<file path="src/hw/rtl/dmfp_pkg.sv">
`timescale 1ns / 1ps

package dmfp_pkg;

   localparam logic [3:0] KIND_ID        = 4'd0;
   localparam logic [3:0] KIND_FLAGS     = 4'd1;
   localparam logic [3:0] KIND_QDCOUNT   = 4'd2;
   localparam logic [3:0] KIND_ANCOUNT   = 4'd3;
   localparam logic [3:0] KIND_NSCOUNT   = 4'd4;
   localparam logic [3:0] KIND_ARCOUNT   = 4'd5;
   localparam logic [3:0] KIND_QTYPE     = 4'd6;
   localparam logic [3:0] KIND_QCLASS    = 4'd7;
   localparam logic [3:0] KIND_ATYPE     = 4'd8;
   localparam logic [3:0] KIND_ACLASS    = 4'd9;
   localparam logic [3:0] KIND_TTL       = 4'd10;
   localparam logic [3:0] KIND_RDLENGTH  = 4'd11;
   localparam logic [3:0] KIND_IPV4      = 4'd12;
   localparam logic [3:0] KIND_MX_PREF   = 4'd13;
   localparam logic [3:0] KIND_END       = 4'd14;

   localparam logic [31:0] END_COMPLETE  = 32'd0;
   localparam logic [31:0] END_TRUNCATED = 32'd1;

   localparam logic [15:0] RR_TYPE_A     = 16'd1;
   localparam logic [15:0] RR_TYPE_MX    = 16'd15;

   typedef struct packed {
      logic [3:0]  kind;
      logic [31:0] value;
      logic [15:0] record;
      logic        last;
   } result_type;

endpackage

</file>
<file path="src/hw/rtl/dns_message_field_parser.sv">
`timescale 1ns / 1ps

// DNS message field parser. Takes one message byte per beat on the req side
// (tuser marks the first byte of a message, tlast the final byte) and returns
// decoded header, question and answer fields on the rsp side, kind in tuser.
// A byte is taken every cycle: it is registered, decoded in one pass by the
// parse state update, and its zero, one or two result beats go into a
// four-entry result queue, so a field's beat reaches rsp once its last byte
// has passed the input register and the parse state update into the queue.
// The result port moves one beat per cycle while rsp_tready is high; only
// the final byte of a message, when it also completes a field, makes two
// beats, and the queue absorbs that, so req stalls only when rsp is held back.
module dns_message_field_parser (
   input  logic        clock,
   input  logic        reset,
   input  logic        req_tvalid,
   output logic        req_tready,
   input  logic [7:0]  req_tdata,   // data_byte [7:0]
   input  logic        req_tuser,   // message_start
   input  logic        req_tlast,   // message_end
   output logic        rsp_tvalid,
   input  logic        rsp_tready,
   // field_value [31:0], record_number [47:32], query_response [48],
   // op_code [52:49], authoritative [53], truncated_flag [54],
   // recursion_desired [55], recursion_available [56], response_code [60:57],
   // zero [63:61]
   output logic [63:0] rsp_tdata,
   output logic [3:0]  rsp_tuser,   // field_kind
   output logic        rsp_tlast    // last_of_run
);
   import dmfp_pkg::*;

   typedef enum logic [3:0] {
      PH_ID     = 4'd0,
      PH_FLAGS  = 4'd1,
      PH_QD     = 4'd2,
      PH_AN     = 4'd3,
      PH_NS     = 4'd4,
      PH_AR     = 4'd5,
      PH_QNAME  = 4'd6,
      PH_QTYPE  = 4'd7,
      PH_QCLASS = 4'd8,
      PH_ANAME  = 4'd9,
      PH_ATYPE  = 4'd10,
      PH_ACLASS = 4'd11,
      PH_ATTL   = 4'd12,
      PH_ARDLEN = 4'd13,
      PH_ARDATA = 4'd14,
      PH_DONE   = 4'd15
   } phase_type;

   // input stage
   logic        in_valid_ff, in_valid_in;
   logic [7:0]  in_byte_ff;
   logic        in_start_ff;
   logic        in_end_ff;
   logic        proc;

   // parse state
   phase_type   phase_ff, phase_in;
   logic [2:0]  fbc_ff, fbc_in;
   logic [31:0] acc_ff, acc_in;
   logic [15:0] qleft_ff, qleft_in;
   logic [15:0] aleft_ff, aleft_in;
   logic [15:0] rec_ff, rec_in;
   logic [15:0] atype_ff, atype_in;
   logic [15:0] rdleft_ff, rdleft_in;
   logic [7:0]  lleft_ff, lleft_in;

   // results of the current byte
   result_type  res0, res1;
   logic [1:0]  nres;

   // result queue
   result_type  queue_ff [4];
   logic [1:0]  wr_ptr_ff, wr_ptr_in;
   logic [1:0]  rd_ptr_ff, rd_ptr_in;
   logic [2:0]  cnt_ff, cnt_in;
   logic        pop;
   result_type  head;

   assign proc       = in_valid_ff && (cnt_ff <= 3'd2);
   assign req_tready = !in_valid_ff || proc;

   always_comb begin
      if (req_tvalid && req_tready) begin
         in_valid_in = 1'b1;
      end else if (proc) begin
         in_valid_in = 1'b0;
      end else begin
         in_valid_in = in_valid_ff;
      end
   end

   always_comb begin
      logic [31:0] v;
      logic        done_field;
      logic        need4;
      phase_type   ph;
      logic [2:0]  fbc;
      logic [31:0] acc;
      logic [15:0] qleft;
      logic [15:0] aleft;
      logic [15:0] rec;
      logic [15:0] atype;
      logic [15:0] rdleft;
      logic [7:0]  lleft;
      logic [7:0]  b;

      b      = in_byte_ff;
      ph     = phase_ff;
      fbc    = fbc_ff;
      acc    = acc_ff;
      qleft  = qleft_ff;
      aleft  = aleft_ff;
      rec    = rec_ff;
      atype  = atype_ff;
      rdleft = rdleft_ff;
      lleft  = lleft_ff;
      res0   = '0;
      res1   = '0;
      nres   = 2'd0;
      v      = '0;
      done_field = 1'b0;
      need4  = 1'b0;

      if (in_start_ff) begin
         ph     = PH_ID;
         fbc    = '0;
         acc    = '0;
         qleft  = '0;
         aleft  = '0;
         rec    = '0;
         atype  = '0;
         rdleft = '0;
         lleft  = '0;
      end

      case (ph)
         PH_QNAME, PH_ANAME: begin
            acc = '0;
            if (fbc == 3'd2) begin
               fbc = '0;
               ph  = (ph == PH_QNAME) ? PH_QTYPE : PH_ATYPE;
            end else if (fbc == 3'd1) begin
               lleft = 8'(lleft - 8'd1);
               if (lleft == 8'd0) begin
                  fbc = '0;
               end
            end else if (b == 8'd0) begin
               ph = (ph == PH_QNAME) ? PH_QTYPE : PH_ATYPE;
            end else if (b[7:6] == 2'b11) begin
               fbc = 3'd2;
            end else begin
               lleft = {2'b00, b[5:0]};
               fbc   = (lleft != 8'd0) ? 3'd1 : 3'd0;
            end
         end
         PH_ARDATA: begin
            rdleft = 16'(rdleft - 16'd1);
            if (fbc < 3'd4) begin
               acc = {acc[23:0], b};
               fbc = 3'(fbc + 3'd1);
               if (atype == RR_TYPE_A && fbc == 3'd4) begin
                  res0 = '{kind: KIND_IPV4, value: acc, record: rec, last: 1'b0};
                  nres = 2'd1;
               end else if (atype == RR_TYPE_MX && fbc == 3'd2) begin
                  res0 = '{kind: KIND_MX_PREF, value: {16'd0, acc[15:0]}, record: rec,
                           last: 1'b0};
                  nres = 2'd1;
               end
            end
            if (rdleft == 16'd0) begin
               fbc   = '0;
               acc   = '0;
               aleft = 16'(aleft - 16'd1);
               rec   = 16'(rec + 16'd1);
               ph    = (aleft != 16'd0) ? PH_ANAME : PH_DONE;
            end
         end
         PH_DONE: begin
         end
         default: begin
            need4 = (ph == PH_ATTL);
            acc   = {acc[23:0], b};
            fbc   = 3'(fbc + 3'd1);
            done_field = need4 ? (fbc >= 3'd4) : (fbc >= 3'd2);
            if (done_field) begin
               v = need4 ? acc : {16'd0, acc[15:0]};
               res0.value  = v;
               res0.record = rec;
               res0.last   = 1'b0;
               case (ph)
                  PH_ID:     res0.kind = KIND_ID;
                  PH_FLAGS:  res0.kind = KIND_FLAGS;
                  PH_QD:     res0.kind = KIND_QDCOUNT;
                  PH_AN:     res0.kind = KIND_ANCOUNT;
                  PH_NS:     res0.kind = KIND_NSCOUNT;
                  PH_AR:     res0.kind = KIND_ARCOUNT;
                  PH_QTYPE:  res0.kind = KIND_QTYPE;
                  PH_QCLASS: res0.kind = KIND_QCLASS;
                  PH_ATYPE:  res0.kind = KIND_ATYPE;
                  PH_ACLASS: res0.kind = KIND_ACLASS;
                  PH_ATTL:   res0.kind = KIND_TTL;
                  PH_ARDLEN: res0.kind = KIND_RDLENGTH;
                  default:   res0.kind = KIND_ID;
               endcase
               nres = 2'd1;
               fbc  = '0;
               acc  = '0;
               case (ph)
                  PH_ID:    ph = PH_FLAGS;
                  PH_FLAGS: ph = PH_QD;
                  PH_QD: begin
                     qleft = v[15:0];
                     ph    = PH_AN;
                  end
                  PH_AN: begin
                     aleft = v[15:0];
                     ph    = PH_NS;
                  end
                  PH_NS:    ph = PH_AR;
                  PH_AR: begin
                     rec = '0;
                     if (qleft != 16'd0) begin
                        ph = PH_QNAME;
                     end else begin
                        ph = (aleft != 16'd0) ? PH_ANAME : PH_DONE;
                     end
                  end
                  PH_QTYPE: ph = PH_QCLASS;
                  PH_QCLASS: begin
                     qleft = 16'(qleft - 16'd1);
                     rec   = 16'(rec + 16'd1);
                     if (qleft != 16'd0) begin
                        ph = PH_QNAME;
                     end else begin
                        rec = '0;
                        ph  = (aleft != 16'd0) ? PH_ANAME : PH_DONE;
                     end
                  end
                  PH_ATYPE: begin
                     atype = v[15:0];
                     ph    = PH_ACLASS;
                  end
                  PH_ACLASS: ph = PH_ATTL;
                  PH_ATTL:   ph = PH_ARDLEN;
                  PH_ARDLEN: begin
                     rdleft = v[15:0];
                     if (rdleft == 16'd0) begin
                        aleft = 16'(aleft - 16'd1);
                        rec   = 16'(rec + 16'd1);
                        ph    = (aleft != 16'd0) ? PH_ANAME : PH_DONE;
                     end else begin
                        ph = PH_ARDATA;
                     end
                  end
                  default: ph = PH_DONE;
               endcase
            end
         end
      endcase

      if (in_end_ff) begin
         if (nres == 2'd0) begin
            res0 = '{kind: KIND_END,
                     value: (ph == PH_DONE) ? END_COMPLETE : END_TRUNCATED,
                     record: rec, last: 1'b0};
         end else begin
            res1 = '{kind: KIND_END,
                     value: (ph == PH_DONE) ? END_COMPLETE : END_TRUNCATED,
                     record: rec, last: 1'b0};
         end
         nres   = 2'(nres + 2'd1);
         ph     = PH_ID;
         fbc    = '0;
         acc    = '0;
         qleft  = '0;
         aleft  = '0;
         rec    = '0;
         atype  = '0;
         rdleft = '0;
         lleft  = '0;
      end

      if (nres == 2'd2) begin
         res1.last = 1'b1;
      end else begin
         res0.last = 1'b1;
      end

      phase_in  = ph;
      fbc_in    = fbc;
      acc_in    = acc;
      qleft_in  = qleft;
      aleft_in  = aleft;
      rec_in    = rec;
      atype_in  = atype;
      rdleft_in = rdleft;
      lleft_in  = lleft;
   end

   assign pop  = rsp_tvalid && rsp_tready;
   assign head = queue_ff[rd_ptr_ff];

   always_comb begin
      logic [1:0] push_n;
      push_n    = proc ? nres : 2'd0;
      wr_ptr_in = 2'(wr_ptr_ff + push_n);
      rd_ptr_in = pop ? 2'(rd_ptr_ff + 2'd1) : rd_ptr_ff;
      cnt_in    = 3'(cnt_ff + {1'b0, push_n} - {2'b00, pop});
   end

   always_ff @(posedge clock) begin
      if (reset) begin
         in_valid_ff <= 1'b0;
         phase_ff    <= PH_ID;
         fbc_ff      <= '0;
         acc_ff      <= '0;
         qleft_ff    <= '0;
         aleft_ff    <= '0;
         rec_ff      <= '0;
         atype_ff    <= '0;
         rdleft_ff   <= '0;
         lleft_ff    <= '0;
         wr_ptr_ff   <= '0;
         rd_ptr_ff   <= '0;
         cnt_ff      <= '0;
      end else begin
         in_valid_ff <= in_valid_in;
         if (proc) begin
            phase_ff  <= phase_in;
            fbc_ff    <= fbc_in;
            acc_ff    <= acc_in;
            qleft_ff  <= qleft_in;
            aleft_ff  <= aleft_in;
            rec_ff    <= rec_in;
            atype_ff  <= atype_in;
            rdleft_ff <= rdleft_in;
            lleft_ff  <= lleft_in;
         end
         wr_ptr_ff <= wr_ptr_in;
         rd_ptr_ff <= rd_ptr_in;
         cnt_ff    <= cnt_in;
      end
   end

   always_ff @(posedge clock) begin
      if (req_tvalid && req_tready) begin
         in_byte_ff  <= req_tdata;
         in_start_ff <= req_tuser;
         in_end_ff   <= req_tlast;
      end
      if (proc && nres != 2'd0) begin
         queue_ff[wr_ptr_ff] <= res0;
      end
      if (proc && nres == 2'd2) begin
         queue_ff[2'(wr_ptr_ff + 2'd1)] <= res1;
      end
   end

   always_comb begin
      logic fl;
      fl = (head.kind == KIND_FLAGS);
      rsp_tvalid       = (cnt_ff != 3'd0);
      rsp_tuser        = head.kind;
      rsp_tlast        = head.last;
      rsp_tdata        = '0;
      rsp_tdata[31:0]  = head.value;
      rsp_tdata[47:32] = head.record;
      rsp_tdata[48]    = fl & head.value[15];
      rsp_tdata[52:49] = fl ? head.value[14:11] : 4'd0;
      rsp_tdata[53]    = fl & head.value[10];
      rsp_tdata[54]    = fl & head.value[9];
      rsp_tdata[55]    = fl & head.value[8];
      rsp_tdata[56]    = fl & head.value[7];
      rsp_tdata[60:57] = fl ? head.value[3:0] : 4'd0;
   end

`ifndef SYNTH
   a_queue_bound: assert property (@(posedge clock) disable iff (reset)
      cnt_ff <= 3'd4)
      else $error("result queue overflow");

   a_end_is_last: assert property (@(posedge clock) disable iff (reset)
      rsp_tvalid && rsp_tuser == KIND_END |-> rsp_tlast)
      else $error("end beat without tlast");

   a_end_resets: assert property (@(posedge clock) disable iff (reset)
      proc && in_end_ff |=> phase_ff == PH_ID && cnt_ff != 3'd0)
      else $error("end byte did not restart parser or queue end beat");

   a_reset_phase: assert property (@(posedge clock)
      reset |=> phase_ff == PH_ID && cnt_ff == 3'd0)
      else $error("reset state wrong");
`endif

endmodule
</file>
<file path="config.mk">
export PLATFORM = sky130hd
export DESIGN_NAME = dns_message_field_parser
export DESIGN_NICKNAME = d
export VERILOG_FILES = /design/src/hw/rtl/dmfp_pkg.sv /design/src/hw/rtl/dns_message_field_parser.sv
export SDC_FILE = /design/constraint.sdc
export NUM_CORES = 1
export LEC_CHECK = 0
export BUFFER_PORTS_ARGS = -buffer_cell sky130_fd_sc_hd__clkbuf_2
export CORE_ASPECT_RATIO = 0.75
export CORE_MARGIN = 2
export CORE_UTILIZATION = 32
export DETAILED_ROUTE_END_ITERATION = 16
export GPL_ROUTABILITY_DRIVEN = 1
export GPL_TIMING_DRIVEN = 1
export MAX_ROUTING_LAYER = met4
export PLACE_DENSITY = 0.45
export RECOVER_POWER = 25
export SYNTH_ARGS = -nofsm -noshare
export SYNTH_HDL_FRONTEND = slang
export SYNTH_SLANG_ARGS = --single-unit
</file>
<file path="constraint.sdc">
create_clock -name clock -period 6.1 [get_ports clock]
set_input_delay 1.22 -clock clock [delete_from_list [all_inputs] [get_ports clock]]
set_output_delay 1.22 -clock clock [all_outputs]
set_load 0.02 [all_outputs]
</file>
## Word level (Yosys, flattened, before mapping)

Memories as Yosys holds them, arrays and structs flattened. A register that Yosys moved wholly into a read port is not among the register bits.
Cells that the tools add are included.

| storage, ports and cells | value |
|---|---|
| ROM bits | 64 |
| word-level logic and storage cells | 191 |
| memories | 2 |
| RAM bits | 212 |
| latch bits | 0 |
| bits of input ports | 14 |
| output and inout bits | 71 |
| flip-flop bits (word level) | 145 |

Memories:

| memory | words | bits a word | read ports | clocked after Yosys merged registers in | write ports | line | text |
|---|---|---|---|---|---|---|---|
| queue_ff | 4 | 53 | 1 | 1 | 2 | dns_message_field_parser.sv:75 | `result_type queue_ff [4];` |
| (no name shown) | 16 | 4 | 1 | 0 | 0 | dns_message_field_parser.sv:193 | `case (ph)` |

| cells by class | value |
|---|---|
| shifts and indexed selects | 0 |
| mux-type cells | 101 |
| reduce and logical (&&, ||, !) cells | 26 |
| multiply operators | 0 |
| $lt $le $gt $ge | 4 |
| divide/modulo/power cells | 0 |
| add/sub/neg operators | 12 |
| eq/ne operators | 25 |
| bitwise gates (word level) | 5 |

Operators by type and width:

| cell | number |
|---|---|
| two-way mux 53 bit | 8 |
| two-way mux 16 bit | 24 |
| two-way mux 32 bit | 6 |
| case mux 16 bit (2 select lines) | 5 |
| case mux 53 bit (2 select lines) | 1 |
| case mux 32 bit (3 select lines) | 1 |
| nonzero test 16 bit | 4 |
| two-way mux 8 bit | 7 |
| two-way mux 4 bit | 12 |
| case mux 16 bit (3 select lines) | 1 |
| case mux 4 bit (12 select lines) | 1 |
| subtractor 16 x 1 -> 16 bit, second input constant | 3 |
| == test 4 bit, second input constant | 9 |
| two-way mux 3 bit | 12 |
| zero test 16 bit | 2 |
| adder 16 x 1 -> 16 bit, second input constant | 1 |
| == test 16 x 1 -> 1 bit, second input constant | 1 |
| == test 16 x 4 -> 1 bit, second input constant | 1 |
| == test 4 x 3 -> 1 bit, second input constant | 4 |
| zero test 8 bit | 2 |
| two-way mux 1 bit | 15 |
| case mux 4 bit (3 select lines) | 1 |
| two-way mux 2 bit | 5 |
| case mux 3 bit (3 select lines) | 1 |
| 29 further kinds | 46 |

## Longest topological paths before layout

| logic depth | value |
|---|---|
| word-level depth | 14 |
| mapped depth | 26 |
| gate-level depth less buffers | 19 |

## Least setup slack after synthesis

Ideal clock, no wire load.

| path | value |
|---|---|
| path kind | reg2reg |
| start | register in_start_ff |
| end | memory queue_ff[0][0] in the netlist's numbering (enable) |
| arrival time | 4997 ps |
| data required time | 5755 ps |
| path buffers | 10 |
| setup time | 345 ps |
| slack | 758 ps |
| clock period less this slack | 5342 ps |
| stages on the path, launching flop included | 23 |
| path through | edfxtp_1 clkbuf_1 clkbuf_1 buf_2 clkbuf_1 clkbuf_1 clkbuf_1 nor2b_1 ha_1 inv_1 ha_1 o21ba_2 clkbuf_1 nor2_1 nor2_1 clkbuf_1 ha_1 nor2_1 nand2_1 and2_1 clkbuf_1 clkbuf_1 inv_1 |

RTL lines:

| what | line | text |
|---|---|---|
| from (decl) | dns_message_field_parser.sv:55 | `logic in_start_ff;` |
| from (signal assigned) | dns_message_field_parser.sv:351 | `in_start_ff <= req_tuser;` |
| to (decl) | dns_message_field_parser.sv:75 |  |

## Final worst setup path

| path | value |
|---|---|
| start | register in_start_ff |
| end | register cnt_ff[2] |

| between the ends | value |
|---|---|
| word-level cells in the longest chain between the ends | 13 |
| elaborated cells on any way between the ends | 30 |
| those cells by class | add/sub (4); order compare (3); eq/ne (9); mux (11); reduce/logical (3) |

RTL lines:

| what | line | text |
|---|---|---|
| two-way mux 3 bit | dns_message_field_parser.sv:127 | `if (in_start_ff) begin` |
| adder 3 x 1 -> 3 bit | dns_message_field_parser.sv:163, dns_message_field_parser.sv:186 |  |
| == test 3 x 2 -> 1 bit | dns_message_field_parser.sv:167 | `end else if (atype == RR_TYPE_MX && fbc == 3'd2) begin` |
| logical AND 1 bit | dns_message_field_parser.sv:167 |  |
| two-way mux 1 bit | dns_message_field_parser.sv:167 |  |
| two-way mux 1 bit | dns_message_field_parser.sv:164 | `if (atype == RR_TYPE_A && fbc == 3'd4) begin` |
| two-way mux 1 bit | dns_message_field_parser.sv:161 | `if (fbc < 3'd4) begin` |
| case mux 1 bit (2 select lines) * | dns_message_field_parser.sv:139 | `case (ph)` |
| adder 2 x 1 -> 2 bit | dns_message_field_parser.sv:274 | `nres = 2'(nres + 2'd1);` |
| two-way mux 2 bit * | dns_message_field_parser.sv:264 | `if (in_end_ff) begin` |
| two-way mux 2 bit * | dns_message_field_parser.sv:308 | `push_n = proc ? nres : 2'd0;` |
| adder 3 x 2 -> 3 bit * | dns_message_field_parser.sv:311 | `cnt_in = 3'(cnt_ff + {1'b0, push_n} - {2'b00, pop});` |
| subtractor 3 x 1 -> 3 bit * | dns_message_field_parser.sv:311 |  |
| to (signal assigned) | dns_message_field_parser.sv:344 | `cnt_ff <= cnt_in;` |
| to (decl) | dns_message_field_parser.sv:78 | `logic [2:0] cnt_ff, cnt_in;` |

Mark *: on every way between the ends. The rest lies on a longest branch, timed or not.
A chain may end at the register's enable or synchronous reset.

==> flow_metrics.env <==
export IMPL_cts_sinks=351
export IMPL_cts_setup_buffers=0
export IMPL_fin_nets=2221
export IMPL_dp_hpwl_um=48700
export IMPL_vias=17800
export IMPL_ant_nets=0
export IMPL_worst_pin_slew_ns=2.21
export IMPL_htree_levels=2
export IMPL_busiest_layer="met1"
export IMPL_clock_skew_ns=0.0331
export IMPL_cp_required_ns=6.49
export IMPL_irDropWorstVdd_mv=0.183
export IMPL_drv_cap=3
export IMPL_status="finished, violations left"
export IMPL_cp_slowest_cell="o21ba_1"
export IMPL_end_kind="flip-flop"
export IMPL_ys_seq_area_frac=0.414
export IMPL_yosys_cell_types_count=99
export IMPL_port_buffers=81
export IMPL_clkTransAtPathRegs_ns=0.07
export IMPL_numCtsBuffers=40
export IMPL_r2r_start="in_start_ff"
export IMPL_cp_buffers_inverters=5
export IMPL_rsz0062_at_grt="no"
export IMPL_initial_core_util=0.325
export IMPL_grtUsageTotal=0.238
export IMPL_crit_family="adder cells"
export IMPL_cts_buffer_depth=3
export IMPL_synth_area_top_cells="dfxtp_1, edfxtp_1, mux4_2, o21ai_0, nand2_1"
export IMPL_hp_class="flip-flop to flip-flop"
export IMPL_hp_start="queue_ff[2][34]"
export IMPL_async_reset_ff_frac=0
export IMPL_critPathMaxStageDelay_ns=0.59
export IMPL_arrival_ns=5.61
export IMPL_netlist_area_sq_um=19200
export IMPL_place_congestion=0.899
export IMPL_grt_max_degree=82
export IMPL_synth_edff_count=94
export IMPL_hold_ws_ns=0.451
export IMPL_synth_area_per_cell_sq_um=8.76
export IMPL_synth_cells=2196
export IMPL_ys_ff_latch=351
export IMPL_violations="max-capacitance violations, max-slew violations"
export IMPL_core_area_sq_um=59200
export IMPL_drtIter0Drc=1684
export IMPL_ctsResizeCount=0
export IMPL_finalHoldViolations=0
export IMPL_drt_pass1_iter_count=6
export IMPL_grtUsageMet2=0.332
export IMPL_fin_crit_sh=0.856
export IMPL_wirelength_um=73100
export IMPL_crit_path_frequent_cell="ha_1"
export IMPL_cp_startpoint="in_start_ff"
export IMPL_routedWlPerCell_um=24.3
export IMPL_setup_viol=0
export IMPL_critical_path_class="flip-flop to flip-flop"
export IMPL_hold_buffers=0
export IMPL_grt_pass1_vias=16700
export IMPL_drc=0
export IMPL_grt_pass1_wl_um=110000
export IMPL_grt_ovfl_total=0
export IMPL_setup_tns_final_ns=0
export IMPL_grt_antenna_before_repair=3
export IMPL_num_io_pins=85
export IMPL_drv_slew=137
export IMPL_clkLatencyLatePin_ns=0.58
export IMPL_yosysWarnings=0
export IMPL_yosys_area_top_type="dfxtp_1"
export IMPL_die_area_sq_um=62100
export IMPL_synth_flop_cell="dfxtp_1"
export IMPL_area_delta_synth_final_pct=12.1
export IMPL_fmax_mhz=191
export IMPL_gr_usage_met1=0.346
export IMPL_critPathLaunchType="flip-flop"
export IMPL_crit_path_max_fanout=14
export IMPL_period_needed_ns=5.22
export IMPL_crit_chain="clkinv_2, nand2_1, inv_1, ha_1, inv_1, ha_1, o21ba_1, nor2_1, nor2_1, clkbuf_1, clkinv_1, ha_1, nand2_1, ha_1, fa_1, xnor2_1, xnor2_1, nor2_1"
export IMPL_cts_tree="built"
export IMPL_drive_gt1_frac=0.106
export IMPL_via_per_inst=5.92
export IMPL_slew_headroom=-0.475
export IMPL_p_leak_nw=7.28
export IMPL_die_w_um=287
export IMPL_synth_largest_type_area_fraction=0.267
export IMPL_power_density_nw_per_um2=271
export IMPL_clock_root_buffer="clkbuf_16"
export IMPL_rows=77
export IMPL_use_met3=0.0534
export IMPL_die_h_um=216
export IMPL_power_total_mw=5.85
-- logic make-up (layout without fill, tap and decap cells) --
family / Yosys count / in the layout / share of synthesized area
xor gates and xnor gates: 36 / 36 / 0.0164
muxes: 73 / 73 / 0.0724
adders and majority gates: 26 / 26 / 0.0173
other: 1 / 5 / 0.000195
buffers and inverters: 218 / 232 / 0.0449
DFF: 351 / 351 / 0.414
AOI/OAI and AO/OA: 736 / 736 / 0.247
and+or+nand+nor: 755 / 755 / 0.188
-- cells in the final DEF (no fill, tap or decap), types with 8 or more instances in the layout --
cell type,count
nor4_1,18
clkbuf_8,8
o31ai_1,11
mux2i_1,20
a21oi_1,107
inv_1,31
a2bb2oi_1,9
o21ai_0,223
xor2_1,11
nand3_1,45
o211ai_1,8
buf_4,41
dfxtp_1,256
nor2_1,205
xnor2_1,25
nand2b_1,20
o221ai_1,28
nor3_1,33
and2_1,28
or3_1,16
clkbuf_1,67
edfxtp_1,94
and3_1,15
a22o_1,29
o22ai_1,90
o21ai_1,20
a211oi_1,12
a31oi_1,21
nand4_1,11
ha_1,25
nor2b_1,25
a32oi_1,12
a22oi_1,81
clkbuf_16,40
clkbuf_2,28
nand2_1,279
mux4_2,53
-- cells in the mapped netlist (16+ instances only) --
cell type	count
o21ai_0	222
nor2_1	206
mux2i_1	20
buf_1	22
edfxtp_1	94
o22ai_1	90
inv_1	32
nand2b_1	20
xnor2_1	25
o221ai_1	28
mux4_2	53
and2_1	29
nor2b_1	25
nor4_1	18
a31oi_1	22
nor3_1	33
or3_1	16
a22oi_1	81
dfxtp_1	257
nand3_1	45
o21ai_1	22
clkbuf_1	147
a21oi_1	107
ha_1	25
a22o_1	29
nand2_1	280
-- area by class of cell --
| class | instances | area, sq um |
|---|---|---|
| fill | 6107 | 37600 |
| clock buffer | 59 | 1160 |
| antenna | 2 | 5.00 |
| clock inverter | 14 | 208 |
| inverter | 33 | 125 |
| tap | 790 | 988 |
| sequential | 351 | 7970 |
| timing repair buffer | 126 | 662 |
| multi-input combinational | 1629 | 10500 |
-- routing by layer --
metal,part of all wire,wire length [um]
met3,0.082,5980
met2,0.42,30600
met5,0,0
met1,0.48,35300
met4,0.018,1330
-- power breakdown --
group	leakage, nW	switching [mW]	total, mW	internal, mW
sequential	2.91	0.0853	2.52	2.44
clock	0.658	1.05	2.51	1.46
combinational	3.71	0.558	0.822	0.264
-- per-stage QoR --
step / worst slack, ns / instance area (sq um) / cells / util
floorplan: 0.758 / 19200 / 2198 / -
finish: 0.876 / 21600 / 3004 / 0.365
global route: 0.421 / 21600 / 3003 / 0.365
CTS: 1.16 / 21700 / 3002 / 0.366
detailed placement: 1.15 / 20300 / 2929 / 0.343
global placement: 1.14 / 20300 / 2929 / 0.343
-- worst min-delay path, stage by stage, from the launching register on --
cell     delay, ns
dfxtp_1       0.32
nand2_1       0.04
o21ai_0       0.05
-- state kept, by name, summed over array words and instances (netlist names), named ones only --
signal and count:
rd_ptr_ff 2, rdleft_ff 16, aleft_ff 16, fbc_ff 3
acc_ff 24, rec_ff 16, in_start_ff 1, in_valid_ff 1
phase_ff 4, qleft_ff 16, cnt_ff 3, in_byte_ff 8
lleft_ff 8, wr_ptr_ff 2, queue_ff 212, in_end_ff 1
atype_ff 16
-- final timing paths --
kind,to,slack [ns],cells after the start
min reg2reg,queue_ff[2][34],0.45,2
max,cnt_ff[2],0.88,18
min,queue_ff[2][34],0.45,2
max reg2reg,cnt_ff[2],0.88,18
(Power assumes the default switching activity.)
